## config.mk

```make
export PLATFORM = sky130hd
export DESIGN_NAME = png_unf_ctrl_flat
export DESIGN_NICKNAME = d
export VERILOG_FILES = /design/src/png_unf_pkg.sv /design/src/png_unf_if.sv /design/src/png_unf_ctrl.sv /design/src/flat_wrapper.sv
export SDC_FILE = /design/constraint.sdc
export NUM_CORES = 1
export LEC_CHECK = 0
export BUFFER_PORTS_ARGS = -buffer_cell sky130_fd_sc_hd__buf_4
export CORE_MARGIN = 5
export CORE_UTILIZATION = 47
export DETAILED_ROUTE_END_ITERATION = 12
export HOLD_SLACK_MARGIN = 0.06
export MAX_ROUTING_LAYER = met4
export PLACE_DENSITY_LB_ADDON = 0.15
export SLEW_MARGIN = 10
export SYNTH_ARGS = -nofsm -noshare
export SYNTH_HDL_FRONTEND = slang
export SYNTH_SLANG_ARGS = --single-unit
```

## constraint.sdc

```tcl
create_clock -name clk -period 4.58 [get_ports clk]
set_input_delay 0.916 -clock clk [delete_from_list [all_inputs] [get_ports clk]]
set_output_delay 0.916 -clock clk [all_outputs]
set_load 0.02 [all_outputs]
```

## src/png_unf_pkg.sv

```systemverilog
package png_unf_pkg;

  localparam int MAX_ROW_BYTES   = 8192;
  localparam int MAX_PIXEL_BYTES = 8;

  localparam int BYTE_W      = 8;
  localparam int COL_W       = $clog2(MAX_ROW_BYTES);
  localparam int LEN_W       = COL_W + 1;
  localparam int SLOT_W      = (MAX_PIXEL_BYTES > 1) ? $clog2(MAX_PIXEL_BYTES) : 1;
  localparam int ROW_BYTES_W = 14;
  localparam int BPP_W       = 4;
  localparam int FILTER_W    = 3;
  localparam int CFG_IDX_W   = 2;
  localparam int CFG_DATA_W  = 14;

  localparam logic [FILTER_W-1:0] FILT_NONE  = 3'd0;
  localparam logic [FILTER_W-1:0] FILT_SUB   = 3'd1;
  localparam logic [FILTER_W-1:0] FILT_UP    = 3'd2;
  localparam logic [FILTER_W-1:0] FILT_AVG   = 3'd3;
  localparam logic [FILTER_W-1:0] FILT_PAETH = 3'd4;

  localparam logic [CFG_IDX_W-1:0] CFG_ROW_BYTES = 2'd0;
  localparam logic [CFG_IDX_W-1:0] CFG_BPP       = 2'd1;

  typedef struct packed {
    logic [BYTE_W-1:0]   data;
    logic [FILTER_W-1:0] filter;
    logic                first_row;
    logic                has_left;
    logic                last;
    logic                bad;
    logic [SLOT_W-1:0]   slot;
    logic [COL_W-1:0]    col;
  } recon_op_t;

endpackage

```

## src/png_unf_if.sv

```systemverilog
interface png_unf_in_if import png_unf_pkg::*; ();
  logic              valid;
  logic              ready;
  logic [BYTE_W-1:0] data_byte;
  logic              first_of_image;

  modport source (output valid, data_byte, first_of_image, input ready);
  modport sink   (input valid, data_byte, first_of_image, output ready);
endinterface


interface png_unf_cfg_if import png_unf_pkg::*; ();
  logic                  valid;
  logic                  ready;
  logic [CFG_IDX_W-1:0]  index;
  logic [CFG_DATA_W-1:0] data;

  modport source (output valid, index, data, input ready);
  modport sink   (input valid, index, data, output ready);
endinterface

```

## src/png_unf_ctrl.sv

```systemverilog
module png_unf_ctrl import png_unf_pkg::*; (
  input  logic              clk,
  input  logic              rst,
  png_unf_in_if.sink        pix_in,
  png_unf_cfg_if.sink       cfg,
  input  logic              op_ready,
  output logic              op_push,
  output recon_op_t         op,
  output logic              rd_en,
  output logic [COL_W-1:0]  rd_addr
);

  logic [ROW_BYTES_W-1:0] row_bytes;
  logic [BPP_W-1:0]       bytes_per_pixel;
  logic [COL_W-1:0]       column;
  logic [FILTER_W-1:0]    row_filter;
  logic                   awaiting_type;
  logic                   on_first_row;
  logic                   halted;
  logic [SLOT_W-1:0]      mod_cnt [MAX_PIXEL_BYTES];

  logic              accept;
  logic              first;
  logic              halted_eff;
  logic              await_eff;
  logic              first_row_eff;
  logic              is_type;
  logic              is_bad;
  logic              is_data;
  logic              last;
  logic              has_left;
  logic [LEN_W-1:0]  eff_len;
  logic [BPP_W-1:0]  eff_bpp;
  logic [SLOT_W-1:0] slot;

  assign cfg.ready    = 1'b1;
  assign pix_in.ready = op_ready;

  always_ff @(posedge clk) begin
    if (rst) begin
      row_bytes       <= ROW_BYTES_W'(1);
      bytes_per_pixel <= BPP_W'(1);
    end else if (cfg.valid) begin
      case (cfg.index)
        CFG_ROW_BYTES: row_bytes       <= cfg.data[ROW_BYTES_W-1:0];
        CFG_BPP:       bytes_per_pixel <= cfg.data[BPP_W-1:0];
        default: ;
      endcase
    end
  end

  always_comb begin
    if (row_bytes == '0) begin
      eff_len = LEN_W'(1);
    end else if (32'(row_bytes) > MAX_ROW_BYTES) begin
      eff_len = LEN_W'(MAX_ROW_BYTES);
    end else begin
      eff_len = LEN_W'(row_bytes);
    end
    if (bytes_per_pixel == '0) begin
      eff_bpp = BPP_W'(1);
    end else if (32'(bytes_per_pixel) > MAX_PIXEL_BYTES) begin
      eff_bpp = BPP_W'(MAX_PIXEL_BYTES);
    end else begin
      eff_bpp = bytes_per_pixel;
    end
  end

  assign accept        = pix_in.valid && op_ready;
  assign first         = pix_in.first_of_image;
  assign halted_eff    = halted && !first;
  assign await_eff     = awaiting_type || first;
  assign first_row_eff = on_first_row || first;
  assign is_type       = !halted_eff && await_eff;
  assign is_bad        = is_type && (pix_in.data_byte > BYTE_W'(FILT_PAETH));
  assign is_data       = !halted_eff && !await_eff;
  assign slot          = mod_cnt[SLOT_W'(eff_bpp - BPP_W'(1))];
  assign has_left      = column >= COL_W'(eff_bpp);
  assign last          = (LEN_W'(column) + LEN_W'(1)) >= eff_len;

  assign op_push = accept && (is_data || is_bad);
  assign rd_en   = accept && is_data;
  assign rd_addr = column;

  always_comb begin
    op.data      = pix_in.data_byte;
    op.filter    = row_filter;
    op.first_row = first_row_eff;
    op.has_left  = has_left;
    op.last      = last;
    op.bad       = is_bad;
    op.slot      = slot;
    op.col       = column;
  end

  always_ff @(posedge clk) begin
    if (rst) begin
      column        <= '0;
      row_filter    <= FILT_NONE;
      awaiting_type <= 1'b1;
      on_first_row  <= 1'b1;
      halted        <= 1'b0;
      for (int d = 0; d < MAX_PIXEL_BYTES; d++) begin
        mod_cnt[d] <= '0;
      end
    end else if (accept) begin
      halted        <= halted_eff || is_bad;
      awaiting_type <= is_type ? is_bad : (is_data ? last : await_eff);
      on_first_row  <= (is_data && last) ? 1'b0 : first_row_eff;
      if (is_type) begin
        column <= '0;
        for (int d = 0; d < MAX_PIXEL_BYTES; d++) begin
          mod_cnt[d] <= '0;
        end
        if (!is_bad) begin
          row_filter <= pix_in.data_byte[FILTER_W-1:0];
        end
      end else if (is_data) begin
        if (last) begin
          column <= '0;
          for (int d = 0; d < MAX_PIXEL_BYTES; d++) begin
            mod_cnt[d] <= '0;
          end
        end else begin
          column <= column + COL_W'(1);
          for (int d = 0; d < MAX_PIXEL_BYTES; d++) begin
            mod_cnt[d] <= (mod_cnt[d] == SLOT_W'(d)) ? '0 : mod_cnt[d] + SLOT_W'(1);
          end
        end
      end
    end
  end

endmodule

```

## src/flat_wrapper.sv

```systemverilog
// flat-port wrapper written by rule: the top's interface ports become plain ports
module png_unf_ctrl_flat import png_unf_pkg::*;
  (clk, rst, op_ready, op_push, op, rd_en, rd_addr, pix_in_valid, pix_in_data_byte, pix_in_first_of_image, pix_in_ready, cfg_valid, cfg_index, cfg_data, cfg_ready);
  png_unf_in_if pix_in_i ();
  png_unf_cfg_if cfg_i ();
  input  logic clk;
  input  logic rst;
  input  logic op_ready;
  output logic op_push;
  output recon_op_t op;
  output logic rd_en;
  output logic [COL_W-1:0] rd_addr;
  input wire logic [$bits(pix_in_i.valid)-1:0] pix_in_valid;
  input wire logic [$bits(pix_in_i.data_byte)-1:0] pix_in_data_byte;
  input wire logic [$bits(pix_in_i.first_of_image)-1:0] pix_in_first_of_image;
  output wire logic [$bits(pix_in_i.ready)-1:0] pix_in_ready;
  input wire logic [$bits(cfg_i.valid)-1:0] cfg_valid;
  input wire logic [$bits(cfg_i.index)-1:0] cfg_index;
  input wire logic [$bits(cfg_i.data)-1:0] cfg_data;
  output wire logic [$bits(cfg_i.ready)-1:0] cfg_ready;
  assign pix_in_i.valid = pix_in_valid;
  assign pix_in_i.data_byte = pix_in_data_byte;
  assign pix_in_i.first_of_image = pix_in_first_of_image;
  assign pix_in_ready = pix_in_i.ready;
  assign cfg_i.valid = cfg_valid;
  assign cfg_i.index = cfg_index;
  assign cfg_i.data = cfg_data;
  assign cfg_ready = cfg_i.ready;
  png_unf_ctrl u_core (.clk(clk), .rst(rst), .pix_in(pix_in_i), .cfg(cfg_i), .op_ready(op_ready), .op_push(op_push), .op(op), .rd_en(rd_en), .rd_addr(rd_addr));
endmodule
```

==> results by group <==
Floorplanning
  • Io pins: 78
  • Rows: 33
  • Die ar.: 10,130 um^2
  • Die height: 100.6 um
  • Core area: 8093 um^2
  • Die W: 100.6 um
  • Initial Util: 47.70%

Place
  • Gp weighted congestion: 0.8700
  • HPWL Detailed: 6876 um
  • Pre-CTS setup slack: 0.9650 ns
  • DP Cell Count: 566
  • PortBufs: 76

STA
  • Max Clock Freq: 245.4 MHz
  • Fin. max-slew vios: 0
  • RSZ-0062 raised after global routing: no
  • # setup viols final: 0
  • Tightest Pin Transition: 0.5994 ns
  • Clock skew: 0.009247 ns
  • Setup WS post-layout: 0.5045 ns
  • Final TNS setup: 0 ns
  • Fin crit share: 88.99%
  • Worst slew margin: 59.62%
  • Min Tclk post-route: 4.076 ns
  • Final Hold Vio Count: 0

Clock network
  • Root buf cell: clkbuf_8
  • Clk slew on worst S/H paths: 0.07 ns
  • Post-CTS setup buffer count: 0
  • H-tree depth: 3
  • Latest clock arrival within the worst-skew pair: 0.34 ns
  • Clk sinks: 61
  • CTS max path bufs: 2
  • Post_cts resized: 0
  • Num CTS Buffers: 9
  • CTS tree: yes
  • Post-CTS Hold Fix Bufs: 0

Synthesis
  • Cells after Synth: 422
  • Syn Nets: 488
  • Synth top area share: 20.75%
  • Cell type with the highest aggregate area in the netlist: dfxtp_1
  • Main synth FF type: dfxtp_1
  • Post-synth ARST share: 0%
  • Yosys reg bits: 61
  • Yosys synthesis warning count: 0
  • Post-Syn Area: 3860 um^2
  • Post-synthesis sequential area ratio: 37.08%
  • Post-synth EDFFs: 21
  • Avg Cell Area, Syn: 9.147 um^2
  • Area contributors post-synth: dfxtp_1 21%, edfxtp_1 16%, ha_1 12%
  • Synth cell types: 45

Finish
  • Share of cells above drive strength 1: 23.27%
  • # diodes: 0
  • # nets final: 538
  • Area growth, synth to finish: 17.47%
  • Layout Cells excl Fill: 582

Setup path
  • CP max stage delay: 0.53 ns
  • Worst Setup Start Kind: flip-flop
  • Worst Setup SP: u_core.rd_addr[0]$_SDFFE_PP0P_
  • CP required: 3.66 ns
  • Reg2reg start: u_core.rd_addr[0]$_SDFFE_PP0P_
  • Crit path cell chain: ha_1 > and4_1 > nand4_1 > xnor2_1 > ha_1 > nand4_1 > o21ai_0 > a211oi_1 > nand2_1 > buf_4
  • CP Capture Type: output pin
  • Crit Path Class: flip-flop to output pin
  • Crit path DAT: 3.16 ns
  • CP max-delay cell: o21ai_0
  • Maximum fanout along the worst path: 8

Global routing
  • Vias in the first global route: 3,032
  • Initial antenna violation count: 0
  • Largest net degree at the start of global routing: 32
  • GRT overflow: 0
  • Gr usage total: 18.60%
  • First-pass GRT wire length: 14,670 um

Pwr
  • PD cells: 270.0 nW/um^2
  • Leakage: 0.001957 uW
  • Worst VDD drop: 0.1850 mV

Route
  • WL per Instance: 15.61 um
  • Via count: 3,112
  • Drt total wl: 9083 um
  • DRT iter0 DRCs: 218
  • Initial DRT Pass Iterations: 4
  • # DRC: 0
  • Final ANT Viol Nets: 0
  • Vias per cell: 5.347

Status
  • Status: finished clean

Worst hold path
  • Tightest Hold Check Type: flip-flop to flip-flop
  • HP Start: u_core.row_bytes[5]$_SDFFE_PP0P_

Job
  • Max Cap Viol: 0
[state kept, by name, indices dropped and copies added (netlist names)]
name	count
u_core.mod_cnt	24
u_core.row_bytes	14
u_core.rd_addr	13
u_core.bytes_per_pixel	4
u_core.row_filter	3
u_core.awaiting_type	1
u_core.halted	1
u_core.on_first_row	1
[power by group]
part	total (uW)	switching [uW]	internal, uW
sequential	589	13.7	575
combinational	176	101	75.2
clock	460	218	242
[per-layer routing]
| metal | part of all wire, % | up-vias | track usage (%) |
|---|---|---|---|
| li1 | - | 1585 | - |
| met4 | 0.97 | 0 | 7.565 |
| met1 | 45 | 1453 | 23.17 |
| met3 | 4.5 | 6 | 3.806 |
| met2 | 49 | 68 | 29.47 |
| met5 | 0 | - | - |
[cells by family after synthesis]
group	synth area share [%]
adders and majority gates	11.67
DFF	37.08
and+or+nand+nor	19.61
buffers and inverters	9.271
AOI/OAI and AO/OA	11.28
muxes	8.266
other	0.09715
xor gates and xnor gates	2.723
[cells in the final DEF (no fill, tap or decap), types with 10 or more instances in the layout]
master,count
clkbuf_8,10
buf_4,81
nor3_1,13
nand2_1,53
a21oi_1,28
dfxtp_1,40
nor2_1,36
ha_1,36
edfxtp_1,21
inv_1,25
mux2i_1,15
nand4_1,11
[synth_stat cells, drive strengths merged, types with 5 or more instances]
| cell | n |
|---|---|
| nand2 | 53 |
| dfxtp | 40 |
| ha | 36 |
| nor2 | 36 |
| buf | 31 |
| a21oi | 28 |
| inv | 25 |
| edfxtp | 21 |
| mux2i | 15 |
| nor3 | 13 |
| clkbuf | 11 |
| nand4 | 11 |
| nand3 | 10 |
| a211oi | 7 |
| a32oi | 7 |
| nor3b | 7 |
| xnor2 | 7 |
| mux4 | 6 |
| nor4 | 6 |
| o21ai | 6 |
| nor2b | 5 |
| xor2 | 5 |
[worst max-delay path, delay by kind of cell, from the launching register on]
family / cells / cell delay, ns
fa+ha+maj: 2 / 0.61
xor+xnor: 1 / 0.19
simple gates: 4 / 0.72
buf+inv: 1 / 0.15
flops: 1 / 0.48
compound gates: 2 / 0.67
[cell type report]
type                    count  area [um^2]
clock buffers              11        162.7
clock inverters             5        31.28
fillers                   764         3558
inverters                  25        93.84
multi-input cells         294         2076
flip-flops and latches     61         1431
well taps                 105        131.4
repair buffers             81        608.1
[through the flow]
step	util [%]	hold WS, ns	power (uW)	cell area (um^2)
after global placement	53.63	0.4641	773.0	4340
final	56.03	0.4823	1224	4534
after floorplan	-	0.4453	715.2	3860
after global routing	56.03	0.5000	1279	4534
after detailed placement	53.63	0.4687	776.9	4340
after CTS	56.03	0.4799	1239	4534
[worst paths after layout]
path / to / cells after the start / slack (ns)
worst min register to register: u_core.row_bytes[5]$_SDFFE_PP0P_ / 2 / 0.48
worst max-delay path: op[17] / 10 / 0.50
worst max register to register: u_core.mod_cnt[6][1]$_SDFFCE_PP0P_ / 11 / 0.84
worst min-delay path: u_core.row_bytes[5]$_SDFFE_PP0P_ / 2 / 0.48
Note: power is estimated with default switching activity, not from simulation.
