`config.mk`:
```
export PLATFORM = sky130hd
export DESIGN_NAME = png_unf_recon_flat
export DESIGN_NICKNAME = d
export VERILOG_FILES = /design/src/png_unf_pkg.sv /design/src/png_unf_if.sv /design/src/png_unf_recon.sv /design/src/flat_wrapper.sv
export SDC_FILE = /design/constraint.sdc
export NUM_CORES = 1
export LEC_CHECK = 0
export ABC_AREA = 1
export BUFFER_PORTS_ARGS = -buffer_cell sky130_fd_sc_hd__buf_2
export CELL_PAD_IN_SITES_DETAIL_PLACEMENT = 1
export CELL_PAD_IN_SITES_GLOBAL_PLACEMENT = 2
export CORE_ASPECT_RATIO = 0.8
export CORE_MARGIN = 8
export CORE_UTILIZATION = 30
export DETAILED_ROUTE_END_ITERATION = 12
export PLACE_DENSITY_LB_ADDON = 0.08
export SLEW_MARGIN = 0
export SYNTH_ARGS = -nofsm -noshare
export SYNTH_HDL_FRONTEND = slang
export SYNTH_SLANG_ARGS = --single-unit
```
`constraint.sdc`:
```
create_clock -name clk -period 10.05 [get_ports clk]
set_clock_uncertainty 0.05 [all_clocks]
set_input_delay 2.01 -clock clk [delete_from_list [all_inputs] [get_ports clk]]
set_output_delay 2.01 -clock clk [all_outputs]
set_load 0.005 [all_outputs]
```
`src/png_unf_pkg.sv`:
```
package png_unf_pkg;

  localparam int MAX_ROW_BYTES   = 8192;
  localparam int MAX_PIXEL_BYTES = 8;

  localparam int BYTE_W      = 8;
  localparam int COL_W       = $clog2(MAX_ROW_BYTES);
  localparam int LEN_W       = COL_W + 1;
  localparam int SLOT_W      = (MAX_PIXEL_BYTES > 1) ? $clog2(MAX_PIXEL_BYTES) : 1;
  localparam int ROW_BYTES_W = 14;
  localparam int BPP_W       = 4;
  localparam int FILTER_W    = 3;
  localparam int CFG_IDX_W   = 2;
  localparam int CFG_DATA_W  = 14;

  localparam logic [FILTER_W-1:0] FILT_NONE  = 3'd0;
  localparam logic [FILTER_W-1:0] FILT_SUB   = 3'd1;
  localparam logic [FILTER_W-1:0] FILT_UP    = 3'd2;
  localparam logic [FILTER_W-1:0] FILT_AVG   = 3'd3;
  localparam logic [FILTER_W-1:0] FILT_PAETH = 3'd4;

  localparam logic [CFG_IDX_W-1:0] CFG_ROW_BYTES = 2'd0;
  localparam logic [CFG_IDX_W-1:0] CFG_BPP       = 2'd1;

  typedef struct packed {
    logic [BYTE_W-1:0]   data;
    logic [FILTER_W-1:0] filter;
    logic                first_row;
    logic                has_left;
    logic                last;
    logic                bad;
    logic [SLOT_W-1:0]   slot;
    logic [COL_W-1:0]    col;
  } recon_op_t;

endpackage

```
`src/png_unf_if.sv`:
```


interface png_unf_out_if import png_unf_pkg::*; ();
  logic              valid;
  logic              ready;
  logic [BYTE_W-1:0] pixel_byte;
  logic              last_of_row;
  logic              bad_filter;

  modport source (output valid, pixel_byte, last_of_row, bad_filter, input ready);
  modport sink   (input valid, pixel_byte, last_of_row, bad_filter, output ready);
endinterface


```
`src/png_unf_recon.sv`:
```
module png_unf_recon import png_unf_pkg::*; (
  input  logic              clk,
  input  logic              rst,
  input  logic              op_push,
  input  recon_op_t         op,
  output logic              op_ready,
  input  logic [BYTE_W-1:0] rd_data,
  output logic              wr_en,
  output logic [COL_W-1:0]  wr_addr,
  output logic [BYTE_W-1:0] wr_data,
  png_unf_out_if.source     pix_out
);

  logic              s2_valid;
  recon_op_t         s2_op;
  logic              s2_adv;
  logic [BYTE_W-1:0] left_bytes   [MAX_PIXEL_BYTES];
  logic [BYTE_W-1:0] upleft_bytes [MAX_PIXEL_BYTES];

  logic [BYTE_W-1:0]   a;
  logic [BYTE_W-1:0]   b;
  logic [BYTE_W-1:0]   c;
  logic [BYTE_W:0]     avg_sum;
  logic signed [9:0]   d_bc;
  logic signed [9:0]   d_ac;
  logic signed [9:0]   d_abc;
  logic [9:0]          pa;
  logic [9:0]          pb;
  logic [9:0]          pc;
  logic [BYTE_W-1:0]   paeth;
  logic [BYTE_W-1:0]   pred;
  logic [BYTE_W-1:0]   res;

  assign s2_adv   = s2_valid && (!pix_out.valid || pix_out.ready);
  assign op_ready = !s2_valid || s2_adv;

  always_comb begin
    a = s2_op.has_left ? left_bytes[s2_op.slot] : '0;
    b = s2_op.first_row ? '0 : rd_data;
    c = (s2_op.first_row || !s2_op.has_left) ? '0 : upleft_bytes[s2_op.slot];

    avg_sum = {1'b0, a} + {1'b0, b};

    d_bc  = $signed({2'b00, b}) - $signed({2'b00, c});
    d_ac  = $signed({2'b00, a}) - $signed({2'b00, c});
    d_abc = $signed({2'b00, a}) + $signed({2'b00, b}) - $signed({1'b0, c, 1'b0});
    pa    = (d_bc  < 0) ? 10'(-d_bc)  : 10'(d_bc);
    pb    = (d_ac  < 0) ? 10'(-d_ac)  : 10'(d_ac);
    pc    = (d_abc < 0) ? 10'(-d_abc) : 10'(d_abc);

    if (pa <= pb && pa <= pc) begin
      paeth = a;
    end else if (pb <= pc) begin
      paeth = b;
    end else begin
      paeth = c;
    end

    case (s2_op.filter)
      FILT_NONE:  pred = '0;
      FILT_SUB:   pred = a;
      FILT_UP:    pred = b;
      FILT_AVG:   pred = avg_sum[BYTE_W:1];
      FILT_PAETH: pred = paeth;
      default:    pred = '0;
    endcase

    res = s2_op.data + pred;
  end

  assign wr_en   = s2_adv && !s2_op.bad;
  assign wr_addr = s2_op.col;
  assign wr_data = res;

  always_ff @(posedge clk) begin
    if (rst) begin
      s2_valid <= 1'b0;
    end else if (op_push) begin
      s2_valid <= 1'b1;
    end else if (s2_adv) begin
      s2_valid <= 1'b0;
    end
  end

  always_ff @(posedge clk) begin
    if (op_push) begin
      s2_op <= op;
    end
  end

  always_ff @(posedge clk) begin
    if (rst) begin
      for (int i = 0; i < MAX_PIXEL_BYTES; i++) begin
        left_bytes[i]   <= '0;
        upleft_bytes[i] <= '0;
      end
    end else if (wr_en) begin
      left_bytes[s2_op.slot]   <= res;
      upleft_bytes[s2_op.slot] <= b;
    end
  end

  always_ff @(posedge clk) begin
    if (rst) begin
      pix_out.valid <= 1'b0;
    end else if (s2_adv) begin
      pix_out.valid <= 1'b1;
    end else if (pix_out.ready) begin
      pix_out.valid <= 1'b0;
    end
  end

  always_ff @(posedge clk) begin
    if (s2_adv) begin
      pix_out.pixel_byte  <= s2_op.bad ? '0 : res;
      pix_out.last_of_row <= s2_op.last && !s2_op.bad;
      pix_out.bad_filter  <= s2_op.bad;
    end
  end

endmodule

```
`src/flat_wrapper.sv`:
```
// flat-port wrapper written by rule: the top's interface ports become plain ports
module png_unf_recon_flat import png_unf_pkg::*;
  (clk, rst, op_push, op, op_ready, rd_data, wr_en, wr_addr, wr_data, pix_out_valid, pix_out_pixel_byte, pix_out_last_of_row, pix_out_bad_filter, pix_out_ready);
  png_unf_out_if pix_out_i ();
  input  logic clk;
  input  logic rst;
  input  logic op_push;
  input  recon_op_t op;
  output logic op_ready;
  input  logic [BYTE_W-1:0] rd_data;
  output logic wr_en;
  output logic [COL_W-1:0] wr_addr;
  output logic [BYTE_W-1:0] wr_data;
  output wire logic [$bits(pix_out_i.valid)-1:0] pix_out_valid;
  output wire logic [$bits(pix_out_i.pixel_byte)-1:0] pix_out_pixel_byte;
  output wire logic [$bits(pix_out_i.last_of_row)-1:0] pix_out_last_of_row;
  output wire logic [$bits(pix_out_i.bad_filter)-1:0] pix_out_bad_filter;
  input wire logic [$bits(pix_out_i.ready)-1:0] pix_out_ready;
  assign pix_out_valid = pix_out_i.valid;
  assign pix_out_pixel_byte = pix_out_i.pixel_byte;
  assign pix_out_last_of_row = pix_out_i.last_of_row;
  assign pix_out_bad_filter = pix_out_i.bad_filter;
  assign pix_out_i.ready = pix_out_ready;
  png_unf_recon u_core (.clk(clk), .rst(rst), .op_push(op_push), .op(op), .op_ready(op_ready), .rd_data(rd_data), .wr_en(wr_en), .wr_addr(wr_addr), .wr_data(wr_data), .pix_out(pix_out_i));
endmodule
```
==> report_table.html, run 1 <==
<table>
<tr><th>Metric</th><th>Value</th></tr>
<tr><th colspan="2">Run status</th></tr>
<tr><td>Result of the run</td><td>complete, no violations</td></tr>
<tr><th colspan="2">Worst hold path</th></tr>
<tr><td>Hold crit path type</td><td>flop to flop</td></tr>
<tr><th colspan="2">Routing</th></tr>
<tr><td>Final wirelength</td><td>roughly 37000 µm</td></tr>
<tr><td>First-iteration detailed-routing DRC count</td><td>547</td></tr>
<tr><td>Via density per instance</td><td>4.88</td></tr>
<tr><td>Number of design rule violations left after detail routing</td><td>0</td></tr>
<tr><td>Routed wire per std cell</td><td>20.8 µm</td></tr>
<tr><td>Total number of vias</td><td>8707</td></tr>
<tr><td>Count of nets left with antenna violations after detail routing</td><td>0</td></tr>
<tr><td>Drt first pass iters</td><td>5</td></tr>
<tr><th colspan="2">Finish</th></tr>
<tr><td>Number of non-filler instances in the completed layout</td><td>1785</td></tr>
<tr><td>Core occupancy in the finished layout</td><td>0.359</td></tr>
<tr><td>Final-stage net count</td><td>1415</td></tr>
<tr><td>Number of diodes added for antenna fixing</td><td>0</td></tr>
<tr><td>Number of filler cells placed in the layout</td><td>4154</td></tr>
<tr><td>P&amp;R area growth vs syn</td><td>18.7%</td></tr>
<tr><td>Ratio of cells with drive above 1 in the final layout</td><td>0.208</td></tr>
<tr><th colspan="2">Worst setup path</th></tr>
<tr><td>Largest fanout of any net on the critical path</td><td>7</td></tr>
<tr><td>Critical-path top delay cell</td><td>sky130_fd_sc_hd__fa_1</td></tr>
<tr><td>Nature of the critical path endpoint</td><td>output port</td></tr>
<tr><td>Critical path's largest stage delay</td><td>0.55 ns</td></tr>
<tr><td>Arrival time of data at the critical path endpoint</td><td>7.52 ns</td></tr>
<tr><td>Critical path's most frequent cell</td><td>sky130_fd_sc_hd__nand2_1</td></tr>
<tr><td>Classification of the worst setup path</td><td>input port to output port</td></tr>
<tr><td>Worst path required time</td><td>7.99 ns</td></tr>
<tr><td>Category of the worst setup path launch point</td><td>input port</td></tr>
<tr><th colspan="2">Power</th></tr>
<tr><td>Power Dens Cells</td><td>roughly 230 nW/µm²</td></tr>
<tr><td>Leakage power of the design</td><td>5.54 nW</td></tr>
<tr><td>Peak VDD IR</td><td>0.0898 mV</td></tr>
<tr><th colspan="2">Timing</th></tr>
<tr><td>Hold Vio Cnt, Final</td><td>0</td></tr>
<tr><td>Post-route clock period utilization</td><td>0.953</td></tr>
<tr><td>Min Tclk post-route</td><td>9.58 ns</td></tr>
<tr><td>Transition at the pin with the smallest max-transition slack</td><td>1.09 ns</td></tr>
<tr><td>Worst relative slew slack</td><td>0.270</td></tr>
<tr><td>Post-Route Setup TNS</td><td>0 ns</td></tr>
<tr><td>Final Setup Violations</td><td>0</td></tr>
<tr><td>Highest clock frequency the design can meet</td><td>104 MHz</td></tr>
<tr><td>Pins Over Slew Limit</td><td>0</td></tr>
<tr><th colspan="2">GRT</th></tr>
<tr><td>Pin count of the biggest net entering global routing</td><td>65</td></tr>
<tr><td>Initial antenna violation count</td><td>0</td></tr>
<tr><td>Vias in the first global route</td><td>8854</td></tr>
<tr><td>Global route overflow</td><td>0</td></tr>
<tr><td>Global-route wire length before repair</td><td>roughly 56000 µm</td></tr>
<tr><td>Total routing resource utilization after global routing</td><td>0.177</td></tr>
<tr><th colspan="2">Place</th></tr>
<tr><td>Half-perimeter wire length after placement</td><td>27700 µm</td></tr>
<tr><td>Placed Cells incl. Taps</td><td>1734</td></tr>
<tr><td>Number of port buffers</td><td>76</td></tr>
<tr><td>Weighted congestion reported at the end of routability-driven placement</td><td>0.812</td></tr>
<tr><th colspan="2">Yosys</th></tr>
<tr><td>Post-Syn Instances</td><td>about 1200</td></tr>
<tr><td>Synth cell types</td><td>49</td></tr>
<tr><td>Area leader, netlist</td><td>sky130_fd_sc_hd__edfxtp_1</td></tr>
<tr><td>Average cell area after synthesis</td><td>9.08 µm²</td></tr>
<tr><td>Cell types with the largest area share after synthesis</td><td>sky130_fd_sc_hd__edfxtp_1, sky130_fd_sc_hd__nor2_1, sky130_fd_sc_hd__ha_1</td></tr>
<tr><td>Top cell types by occurrence after synthesis</td><td>sky130_fd_sc_hd__nor2_1, sky130_fd_sc_hd__edfxtp_1, sky130_fd_sc_hd__nand2_1, sky130_fd_sc_hd__inv_1, sky130_fd_sc_hd__o21ai_0</td></tr>
<tr><td>Most frequent cell after synthesis</td><td>sky130_fd_sc_hd__nor2_1</td></tr>
<tr><td>Number of enable flip-flop cells after synthesis</td><td>169</td></tr>
<tr><td>Commonest register cell after synthesis</td><td>sky130_fd_sc_hd__edfxtp_1</td></tr>
<tr><td>Area share of the largest cell type after synthesis</td><td>0.471</td></tr>
<tr><td>Synth async-reset ratio</td><td>0</td></tr>
<tr><td>Post-synthesis register bit count</td><td>roughly 170</td></tr>
<tr><td>Yosys warning count</td><td>0</td></tr>
<tr><td>Cell Area, Synth</td><td>10800 µm²</td></tr>
<tr><td>Sequential share of the synthesized area</td><td>0.480</td></tr>
<tr><th colspan="2">Floorplan</th></tr>
<tr><td>DIE WIDTH</td><td>228 µm</td></tr>
<tr><td>Die H</td><td>around 190 µm</td></tr>
<tr><td>Num ports</td><td>77</td></tr>
<tr><td>Die area</td><td>approximately 42000 µm²</td></tr>
<tr><td>Core Footprint</td><td>35600 µm²</td></tr>
<tr><td>Initial Utilization</td><td>0.303</td></tr>
<tr><td>Total number of placement rows</td><td>62</td></tr>
<tr><th colspan="2">Clocking</th></tr>
<tr><td>Cts-stage hold buffer count</td><td>0</td></tr>
<tr><td>Clock-pin slew of the registers on the worst-case setup and hold paths</td><td>0.08 ns</td></tr>
<tr><td>Sink Count</td><td>174</td></tr>
<tr><td>Depth of the CTS H-tree</td><td>4</td></tr>
<tr><td>Clock Path Buffers</td><td>2</td></tr>
<tr><td>Number of CTS-inserted buffers</td><td>17</td></tr>
<tr><td>CTS tree</td><td>built</td></tr>
<tr><td>Root Buffer</td><td>sky130_fd_sc_hd__clkbuf_16</td></tr>
<tr><td>Worst-Skew Late Latency</td><td>roughly 0.45 ns</td></tr>
<tr><th colspan="2">Run</th></tr>
<tr><td>Count of max-cap constraint violations</td><td>0</td></tr>
</table>
==> stage by stage <==
stage	worst slack [ns]	area, µm²	hold slack, ns	power (mW)
floorplan	0.753	10800	0.374	1.73
global placement	0.0658	11800	0.444	2.16
detailed placement	0.0456	11800	0.444	2.17
CTS	0.0147	12400	0.456	2.83
global route	-0.0186	12800	0.488	3.14
finish	0.472	12800	0.450	2.93
==> cells by family (layout without fill, tap and decap cells) <==
kind of cell             count (synthesis)  count (layout)  synth area share
XOR/XNOR                                32              32            0.0281
other                                    2               4          0.000697
buffers and inverters                  202             318            0.0768
AO/OA/AOI/OAI                          203             203             0.117
adder cells (fa/ha/maj)                 80              80             0.101
flip-flops                             174             174             0.480
AND/OR/NAND/NOR                        493             494             0.196
==> flip-flops by register name, summed over array words and instances (netlist names), named ones only <==
register	count
u_core.left_bytes	64
u_core.pix_out.bad_filter	1
u_core.pix_out.last_of_row	1
u_core.pix_out.pixel_byte	8
u_core.pix_out.valid	1
u_core.s2_op	18
u_core.s2_valid	1
u_core.upleft_bytes	64
u_core.wr_addr	13
==> layer usage <==
metal / track usage / vias up / wire length (µm) / share of wire
met3: 0.0273 / 15 / 1310 / 0.035
met4: 0.0308 / 0 / 242 / 0.0065
met2: 0.249 / 149 / 14700 / 0.40
met1: 0.280 / 4330 / 20800 / 0.56
met5: 0 / - / 0 / 0
li1: - / 4213 / - / -
==> critical path: cells and delay by family <==
family | cells | cell delay [ns]
simple gates | 17 | 1.87
xor+xnor | 2 | 0.44
buf+inv | 6 | 0.56
compound gates | 8 | 1.31
fa+ha+maj | 4 | 1.31
==> area by class of cell <==
| cell class | instances | area, µm² | share of cell area |
|---|---|---|---|
| clock buffer | 17 | 425 | 0.0333 |
| inverter | 150 | 571 | 0.0446 |
| multi-input combinational | 813 | 5010 | 0.392 |
| timing repair buffer | 136 | 856 | 0.0669 |
| tap | 480 | 601 | 0.0470 |
| sequential | 174 | 5180 | 0.405 |
| clock inverter | 15 | 146 | 0.0114 |
==> cell usage in the layout, fill, tap and decap left out, types with 32 or more instances in the layout <==
cell / n
sky130_fd_sc_hd__nand3_1: 33
sky130_fd_sc_hd__ha_1: 62
sky130_fd_sc_hd__nand2_1: 142
sky130_fd_sc_hd__buf_4: 58
sky130_fd_sc_hd__nor2_1: 235
sky130_fd_sc_hd__edfxtp_1: 169
sky130_fd_sc_hd__inv_1: 129
sky130_fd_sc_hd__o21ai_0: 76
sky130_fd_sc_hd__buf_2: 76
sky130_fd_sc_hd__a21oi_1: 32
==> final timing paths <==
kind	from	to	slack [ns]	depth (start not counted)
max reg2reg	flop	u_core.left_bytes[4][6]	2.51	36
min reg2reg	u_core.pix_out.valid	u_core.pix_out.valid	0.45	2
max	rd_data[3]	wr_data[7]	0.47	37
min	u_core.pix_out.valid	u_core.pix_out.valid	0.45	2
==> power by group <==
group	switching (mW)	internal (mW)	total, mW
registers	0.0153	0.836	0.851
clock network	0.322	0.330	0.652
logic	0.941	0.486	1.43
total	1.28	1.65	2.93
==> repair_timing <==
action                                  CTS  global route
endpoints found under the setup margin    3             5
gates resized for setup                   1            45
setup buffers                             3            15
cloned                                    0             1
pin swaps                                 3            25
Power figures use the tool's default switching activity.
==> inputs of run 2 (changes only) <==
- clock period: 10.05 -> 11.8 ns (I/O delays scaled with it)
==> report_table.html, run 2 (same netlist as run 1, synthesis figures left out) <==
<table>
<tr><th>Metric</th><th>Value</th></tr>
<tr><th colspan="2">Floorplan</th></tr>
<tr><td>Total number of placement rows</td><td>62 (unchanged)</td></tr>
<tr><td>Core Footprint</td><td>35600 µm² (unchanged)</td></tr>
<tr><td>DIE WIDTH</td><td>228 µm (unchanged)</td></tr>
<tr><td>Num ports</td><td>77 (unchanged)</td></tr>
<tr><td>Initial Utilization</td><td>0.303 (unchanged)</td></tr>
<tr><td>Die area</td><td>42300 µm² (unchanged)</td></tr>
<tr><td>Die H</td><td>186 µm (unchanged)</td></tr>
<tr><th colspan="2">Power</th></tr>
<tr><td>Peak VDD IR</td><td>0.0807 mV (-10%)</td></tr>
<tr><td>Leakage power of the design</td><td>5.33 nW (-3.8%)</td></tr>
<tr><td>Power Dens Cells</td><td>196 nW/µm² (-14%)</td></tr>
<tr><td>Power, Total</td><td>2.41 mW (-18%)</td></tr>
<tr><th colspan="2">Finish</th></tr>
<tr><td>Number of diodes added for antenna fixing</td><td>0 (unchanged)</td></tr>
<tr><td>Top Registers</td><td>u_core.left_bytes (64), u_core.upleft_bytes (64), u_core.s2_op (18)</td></tr>
<tr><td>Commonest cells after routing, fill and taps aside</td><td>sky130_fd_sc_hd__nor2_1, sky130_fd_sc_hd__edfxtp_1, sky130_fd_sc_hd__nand2_1, sky130_fd_sc_hd__inv_1, sky130_fd_sc_hd__o21ai_0</td></tr>
<tr><td>Final-stage net count</td><td>1374 (-2.9%)</td></tr>
<tr><td>Number of filler cells placed in the layout</td><td>4145 (-0.22%)</td></tr>
<tr><td>P&amp;R area growth vs syn</td><td>14.1%</td></tr>
<tr><td>Ratio of cells with drive above 1 in the final layout</td><td>0.155 (-0.0526)</td></tr>
<tr><td>Leading cell type in the layout, fill and taps excluded</td><td>sky130_fd_sc_hd__nor2_1</td></tr>
<tr><th colspan="2">Worst hold path</th></tr>
<tr><td>Hold crit path type</td><td>flop to flop</td></tr>
<tr><td>Hold Crit Depth</td><td>2 (unchanged)</td></tr>
<tr><th colspan="2">Timing</th></tr>
<tr><td>Final setup margin</td><td>0.750 ns (+0.278 ns)</td></tr>
<tr><td>Highest clock frequency the design can meet</td><td>between 90 and 100 MHz</td></tr>
<tr><td>Post-route clock period utilization</td><td>0.936</td></tr>
<tr><td>Worst relative slew slack</td><td>0.229 (-0.0405)</td></tr>
<tr><td>Final Setup Violations</td><td>0 (unchanged)</td></tr>
<tr><td>Transition at the pin with the smallest max-transition slack</td><td>1.15 ns (+0.0607 ns)</td></tr>
<tr><td>Hold Vio Cnt, Final</td><td>0 (unchanged)</td></tr>
<tr><td>Min Tclk post-route</td><td>11.05 ns</td></tr>
<tr><td>Unrepaired setup endpoints after global routing</td><td>false</td></tr>
<tr><td>Pins Over Slew Limit</td><td>0 (unchanged)</td></tr>
<tr><td>Post-Route Setup TNS</td><td>0 ns (unchanged)</td></tr>
<tr><th colspan="2">GRT</th></tr>
<tr><td>Global-route wire length before repair</td><td>57200 µm (+2.1%)</td></tr>
<tr><td>Total routing resource utilization after global routing</td><td>0.181 (+0.00437)</td></tr>
<tr><td>Vias in the first global route</td><td>8736 (-1.3%)</td></tr>
<tr><td>Initial antenna violation count</td><td>0 (unchanged)</td></tr>
<tr><td>Global route overflow</td><td>0 (unchanged)</td></tr>
<tr><td>Pin count of the biggest net entering global routing</td><td>65 (unchanged)</td></tr>
<tr><th colspan="2">Clocking</th></tr>
<tr><td>Root Buffer</td><td>sky130_fd_sc_hd__clkbuf_16</td></tr>
<tr><td>Depth of the CTS H-tree</td><td>4 (unchanged)</td></tr>
<tr><td>Clock Path Buffers</td><td>2 (unchanged)</td></tr>
<tr><td>Clock-pin slew of the registers on the worst-case setup and hold paths</td><td>0.07 ns (about the same)</td></tr>
<tr><td>Number of CTS-inserted buffers</td><td>17 (unchanged)</td></tr>
<tr><td>Setup Fix Bufs, Post-CTS</td><td>0 (-3)</td></tr>
<tr><td>Sink Count</td><td>174 (unchanged)</td></tr>
<tr><td>Worst-Skew Late Latency</td><td>0.45 ns (about the same)</td></tr>
<tr><td>CTS tree</td><td>built</td></tr>
<tr><th colspan="2">Worst setup path</th></tr>
<tr><td>Classification of the worst setup path</td><td>input port to output port</td></tr>
<tr><td>Logic depth of the worst register-to-register path</td><td>38 (+5.6%)</td></tr>
<tr><td>Critical path's largest stage delay</td><td>0.57 ns (+0.02 ns)</td></tr>
<tr><td>Worst path required time</td><td>9.39 ns (+1.40 ns)</td></tr>
<tr><td>Category of the worst setup path launch point</td><td>input port</td></tr>
<tr><td>Nature of the critical path endpoint</td><td>output port</td></tr>
<tr><td>Arrival time of data at the critical path endpoint</td><td>8.64 ns (+1.12 ns)</td></tr>
<tr><td>Critical path's most frequent cell</td><td>sky130_fd_sc_hd__nand2_1</td></tr>
<tr><td>Largest fanout of any net on the critical path</td><td>11 (+4)</td></tr>
<tr><td>Critical-path top delay cell</td><td>sky130_fd_sc_hd__nor3_1</td></tr>
<tr><th colspan="2">Routing</th></tr>
<tr><td>Final wirelength</td><td>37800 µm (+1.8%)</td></tr>
<tr><td>First-iteration detailed-routing DRC count</td><td>730 (+33%)</td></tr>
<tr><td>Count of nets left with antenna violations after detail routing</td><td>0 (unchanged)</td></tr>
<tr><td>Total number of vias</td><td>8646 (-0.70%)</td></tr>
<tr><td>Drt first pass iters</td><td>4 (-1)</td></tr>
<tr><td>Routed wire per std cell</td><td>21.6 µm (+4.2%)</td></tr>
<tr><td>Via density per instance</td><td>4.96 (+1.6%)</td></tr>
<tr><td>Number of design rule violations left after detail routing</td><td>0 (unchanged)</td></tr>
<tr><th colspan="2">Run status</th></tr>
<tr><td>Result of the run</td><td>complete, no violations</td></tr>
<tr><th colspan="2">Place</th></tr>
<tr><td>Number of port buffers</td><td>76 (unchanged)</td></tr>
<tr><td>Weighted congestion reported at the end of routability-driven placement</td><td>0.769 (-5.3%)</td></tr>
<tr><td>Half-perimeter wire length after placement</td><td>27000 µm (-2.3%)</td></tr>
<tr><td>Worst slack, placed</td><td>0.567 ns (+0.521 ns)</td></tr>
<tr><th colspan="2">Run</th></tr>
<tr><td>Count of max-cap constraint violations</td><td>0 (unchanged)</td></tr>
</table>
==> run 2: cell types whose count changed in the layout (fill, tap and decap cells not counted), sizes merged <==
cell / delta
clkinv: +1
bufinv: +4
clkinvlp: -2
clkbuf: +3
nand2: -1
inv: -6
buf: -40
==> run 2: metrics by stage <==
stage,hold slack [ns],std cells,area (µm²),util
2_1_floorplan,0.374,1188,10800,-
3_3_place_gp,0.451,1712,11700,0.327
5_1_grt,0.475,1744,12300,0.345
6_report,0.458,1744,12300,0.345
3_5_place_dp,0.451,1712,11700,0.327
4_1_cts,0.461,1744,12300,0.345
==> run 2: final cells by class <==
cell class | instances | area [µm²] | area share
clock inverters | 12 | 185 | 0.0151
well taps | 480 | 601 | 0.0488
repair buffers | 96 | 531 | 0.0431
multi-input cells | 812 | 4790 | 0.390
clock buffers | 20 | 447 | 0.0363
flip-flops and latches | 174 | 5180 | 0.421
inverters | 150 | 564 | 0.0459
==> run 2: worst max-delay path: cells and delay by family <==
family	cells	cell delay [ns]
AOI/OAI and AO/OA	9	1.67
adders and majority gates	3	0.99
and+or+nand+nor	13	2.63
buffers and inverters	6	0.76
xor gates and xnor gates	1	0.23
==> run 2: per-layer routing <==
layer  part of all wire  GRT usage
met2               0.39      0.251
met5                  0          0
met3              0.046     0.0315
met4              0.013     0.0461
met1               0.55      0.283
==> run 2: worst paths after layout <==
| kind | to | startpoint | slack [ns] |
|---|---|---|---|
| max | wr_data[7] | rd_data[7] | 0.75 |
| min | u_core.s2_valid | u_core.s2_valid | 0.46 |
| max reg2reg | u_core.left_bytes[6][6] | flop | 3.58 |
| min reg2reg | u_core.s2_valid | u_core.s2_valid | 0.46 |
==> run 2: repair_timing <==
item,4_1_cts,5_1_grt
endpoints found under the setup margin,0,1
hold buffers,0,0
gates resized for setup,0,4
hold endpoints to repair,0,0
==> run 2: power by group <==
group	total [mW]	switching (mW)	internal (mW)	leakage (nW)
registers	0.727	0.0145	0.712	1.75
logic	1.07	0.733	0.340	3.28
clock network	0.615	0.252	0.363	0.299
total	2.41	0.999	1.41	5.33
==> inputs of run 3 (changes only) <==
- CAP_MARGIN: default -> 25
- PLACE_DENSITY: default -> 0.62
- PLACE_DENSITY_LB_ADDON: 0.08 -> default
- SKIP_LAST_GASP: default -> 1
==> report_table.html, run 3 (same netlist as run 1, synthesis figures left out) <==
<table>
<tr><th>Metric</th><th>Value</th></tr>
<tr><th colspan="2">Worst setup path</th></tr>
<tr><td>Cell class contributing the biggest share of worst-path delay</td><td>simple AND/OR/NAND/NOR gates</td></tr>
<tr><td>Buffering stage count on the worst path with inverters included</td><td>8 (+2)</td></tr>
<tr><td>FF-to-FF setup slack</td><td>3.28 ns (-0.30 ns)</td></tr>
<tr><td>Critical path's largest stage delay</td><td>0.62 ns (+0.05 ns)</td></tr>
<tr><td>Reg-to-reg endpoint</td><td>u_core.left_bytes[7][6]</td></tr>
<tr><td>Worst path required time</td><td>9.39 ns (about the same)</td></tr>
<tr><td>Critical-path top delay cell</td><td>sky130_fd_sc_hd__fa_1</td></tr>
<tr><td>Nature of the critical path endpoint</td><td>output port</td></tr>
<tr><td>Category of the worst setup path launch point</td><td>input port</td></tr>
<tr><td>Classification of the worst setup path</td><td>input port to output port</td></tr>
<tr><td>Largest fanout of any net on the critical path</td><td>11 (unchanged)</td></tr>
<tr><td>Critical path's most frequent cell</td><td>sky130_fd_sc_hd__nand2_1</td></tr>
<tr><td>Logic depth of the worst register-to-register path</td><td>39 (+2.6%)</td></tr>
<tr><td>Arrival time of data at the critical path endpoint</td><td>8.67 ns (+0.03 ns)</td></tr>
<tr><th colspan="2">Routing</th></tr>
<tr><td>Final wirelength</td><td>37200 µm (-1.5%)</td></tr>
<tr><td>First-iteration detailed-routing DRC count</td><td>641 (-12%)</td></tr>
<tr><td>Total number of vias</td><td>8621 (-0.29%)</td></tr>
<tr><td>Number of design rule violations left after detail routing</td><td>0 (unchanged)</td></tr>
<tr><td>Drt first pass iters</td><td>5 (+1)</td></tr>
<tr><td>Via density per instance</td><td>4.94 (-0.35%)</td></tr>
<tr><td>Routed wire per std cell</td><td>21.3 µm (-1.5%)</td></tr>
<tr><td>Count of nets left with antenna violations after detail routing</td><td>0 (unchanged)</td></tr>
<tr><th colspan="2">Floorplan</th></tr>
<tr><td>Initial Utilization</td><td>0.303 (unchanged)</td></tr>
<tr><td>Core Footprint</td><td>35600 µm² (unchanged)</td></tr>
<tr><td>Total number of placement rows</td><td>62 (unchanged)</td></tr>
<tr><td>DIE WIDTH</td><td>228 µm (unchanged)</td></tr>
<tr><td>Die area</td><td>42300 µm² (unchanged)</td></tr>
<tr><td>Die H</td><td>186 µm (unchanged)</td></tr>
<tr><td>Num ports</td><td>77 (unchanged)</td></tr>
<tr><th colspan="2">Power</th></tr>
<tr><td>Power dissipated by switching net loads</td><td>1.01 mW (+0.79%)</td></tr>
<tr><td>Sequential power share</td><td>0.301 (about the same)</td></tr>
<tr><td>Fraction of power spent switching nets</td><td>0.418 (+0.00388)</td></tr>
<tr><td>Internal power summed over all cells</td><td>1.40 mW (-0.81%)</td></tr>
<tr><td>Power Dens Cells</td><td>195 nW/µm² (-0.90%)</td></tr>
<tr><td>Leakage power of the design</td><td>5.38 nW (+0.93%)</td></tr>
<tr><td>Share of power burned in the clock network</td><td>0.247 (-0.008)</td></tr>
<tr><td>Peak VDD IR</td><td>0.0979 mV (+21%)</td></tr>
<tr><td>Combinational share of power</td><td>0.452 (+0.008)</td></tr>
<tr><th colspan="2">GRT</th></tr>
<tr><td>Total routing resource utilization after global routing</td><td>0.178 (-0.00278)</td></tr>
<tr><td>Pin count of the biggest net entering global routing</td><td>65 (unchanged)</td></tr>
<tr><td>Global route overflow</td><td>0 (unchanged)</td></tr>
<tr><td>Initial antenna violation count</td><td>0 (unchanged)</td></tr>
<tr><td>Global-route wire length before repair</td><td>56200 µm (-1.9%)</td></tr>
<tr><td>Vias in the first global route</td><td>8556 (-2.1%)</td></tr>
<tr><th colspan="2">Worst hold path</th></tr>
<tr><td>Min-Delay Endpoint</td><td>u_core.pix_out.valid</td></tr>
<tr><td>Launch point of the worst hold path</td><td>u_core.s2_valid</td></tr>
<tr><td>Hold crit path type</td><td>flop to flop</td></tr>
<tr><td>Hold Crit Depth</td><td>2 (unchanged)</td></tr>
<tr><th colspan="2">Finish</th></tr>
<tr><td>Commonest cells after routing, fill and taps aside</td><td>sky130_fd_sc_hd__nor2_1, sky130_fd_sc_hd__edfxtp_1, sky130_fd_sc_hd__nand2_1, sky130_fd_sc_hd__inv_1, sky130_fd_sc_hd__o21ai_0</td></tr>
<tr><td>Core occupancy in the finished layout</td><td>0.348 (+0.00260)</td></tr>
<tr><td>Ratio of cells with drive above 1 in the final layout</td><td>0.154 (-0.000913)</td></tr>
<tr><td>Number of diodes added for antenna fixing</td><td>0 (unchanged)</td></tr>
<tr><td>Top Registers</td><td>u_core.left_bytes (64), u_core.upleft_bytes (64), u_core.s2_op (18)</td></tr>
<tr><td>Number of filler cells placed in the layout</td><td>4117 (-0.68%)</td></tr>
<tr><td>P&amp;R area growth vs syn</td><td>15.0%</td></tr>
<tr><td>Final-stage net count</td><td>1375 (+0.073%)</td></tr>
<tr><td>Leading cell type in the layout, fill and taps excluded</td><td>sky130_fd_sc_hd__nor2_1</td></tr>
<tr><th colspan="2">Place</th></tr>
<tr><td>Number of port buffers</td><td>76 (unchanged)</td></tr>
<tr><td>Half-perimeter wire length after placement</td><td>27000 µm (about the same)</td></tr>
<tr><td>Weighted congestion reported at the end of routability-driven placement</td><td>0.800 (+4.0%)</td></tr>
<tr><th colspan="2">Timing</th></tr>
<tr><td>Smallest hold slack</td><td>0.467 ns (+0.00883 ns)</td></tr>
<tr><td>Highest clock frequency the design can meet</td><td>90.3 MHz (-0.24%)</td></tr>
<tr><td>Worst relative slew slack</td><td>0.347 (+0.118)</td></tr>
<tr><td>Hold Vio Cnt, Final</td><td>0 (unchanged)</td></tr>
<tr><td>Post-route clock period utilization</td><td>0.939 (+0.00228)</td></tr>
<tr><td>Final Setup Violations</td><td>0 (unchanged)</td></tr>
<tr><td>Post-Route Setup TNS</td><td>0 ns (unchanged)</td></tr>
<tr><td>Min Tclk post-route</td><td>11.08 ns (+0.0270 ns)</td></tr>
<tr><td>Transition at the pin with the smallest max-transition slack</td><td>0.975 ns (-0.179 ns)</td></tr>
<tr><td>Pins Over Slew Limit</td><td>0 (unchanged)</td></tr>
<tr><td>Unrepaired setup endpoints after global routing</td><td>false</td></tr>
<tr><th colspan="2">Clocking</th></tr>
<tr><td>Sink Count</td><td>174 (unchanged)</td></tr>
<tr><td>Cts-stage hold buffer count</td><td>0 (unchanged)</td></tr>
<tr><td>CTS tree</td><td>built</td></tr>
<tr><td>Root Buffer</td><td>sky130_fd_sc_hd__clkbuf_16</td></tr>
<tr><td>Number of CTS-inserted buffers</td><td>17 (unchanged)</td></tr>
<tr><td>Depth of the CTS H-tree</td><td>4 (unchanged)</td></tr>
<tr><td>Worst-Skew Late Latency</td><td>0.44 ns (about the same)</td></tr>
<tr><td>Clock-pin slew of the registers on the worst-case setup and hold paths</td><td>0.07 ns (about the same)</td></tr>
<tr><td>Clock Path Buffers</td><td>2 (unchanged)</td></tr>
<tr><th colspan="2">Run</th></tr>
<tr><td>Count of max-cap constraint violations</td><td>0 (unchanged)</td></tr>
<tr><th colspan="2">Run status</th></tr>
<tr><td>Result of the run</td><td>complete, no violations</td></tr>
</table>
==> run 3: repair_timing <==
item,4_1_cts,5_1_grt
buffers inserted,0,1
hold endpoints to repair,0,0
setup endpoints to repair,0,1
gates resized for setup,0,1
==> run 3: worst register-to-register path: cells and delay by family, from the launching register on <==
family / cells / cell delay [ns]
flip-flops: 1 / 0.33
buffers and inverters: 7 / 1.58
adder cells (fa/ha/maj): 5 / 2.01
AO/OA/AOI/OAI: 12 / 2.29
XOR/XNOR: 3 / 0.66
AND/OR/NAND/NOR: 12 / 1.41
==> run 3: area by class of cell <==
| cell class | count | area, µm² | share of cell area |
|---|---|---|---|
| Sequential cell | 174 | 5180 | 0.418 |
| Timing Repair Buffer | 97 | 653 | 0.0527 |
| Tap cell | 480 | 601 | 0.0485 |
| Multi-Input combinational cell | 812 | 4780 | 0.386 |
| Inverter | 150 | 564 | 0.0455 |
| Clock inverter | 13 | 163 | 0.0131 |
| Clock buffer | 19 | 453 | 0.0366 |
==> run 3: how the worst max path moves through the flow <==
stage	start	endpoint	slack (ns)	depth (start not counted)
after global placement	rd_data[2]	wr_data[7]	0.82	38
after global routing	rd_data[4]	wr_data[7]	0.07	37
after detailed placement	rd_data[3]	wr_data[7]	0.62	40
after floorplan	rd_data[4]	wr_data[7]	1.80	39
final	rd_data[3]	wr_data[7]	0.72	40
after CTS	rd_data[3]	wr_data[7]	0.62	40
==> run 3: stage by stage <==
| stage | setup WS, ns | instances | power (mW) | area [µm²] |
|---|---|---|---|---|
| floorplan | 1.80 | 1188 | 1.48 | 10800 |
| global placement | 0.819 | 1705 | 1.80 | 11600 |
| detailed placement | 0.620 | 1707 | 1.82 | 11700 |
| CTS | 0.621 | 1739 | 2.42 | 12300 |
| global route | 0.0727 | 1745 | 2.59 | 12400 |
| finish | 0.723 | 1745 | 2.41 | 12400 |
==> run 3: per-layer routing <==
layer | up-vias | track usage | share of wire
li1 | 4138 | - | -
met1 | 4298 | 0.273 | 0.53
met2 | 162 | 0.258 | 0.41
met3 | 23 | 0.0309 | 0.052
met4 | 0 | 0.0384 | 0.0097
met5 | - | 0 | 0
==> run 3: power groups by stage <==
stage,clock [mW],combinational [mW],sequential (mW)
after CTS,0.610,1.08,0.726
after floorplan,0,0.744,0.732
final,0.595,1.09,0.726
after global routing,0.633,1.23,0.729
after global placement,0,1.07,0.739
after detailed placement,0,1.08,0.739
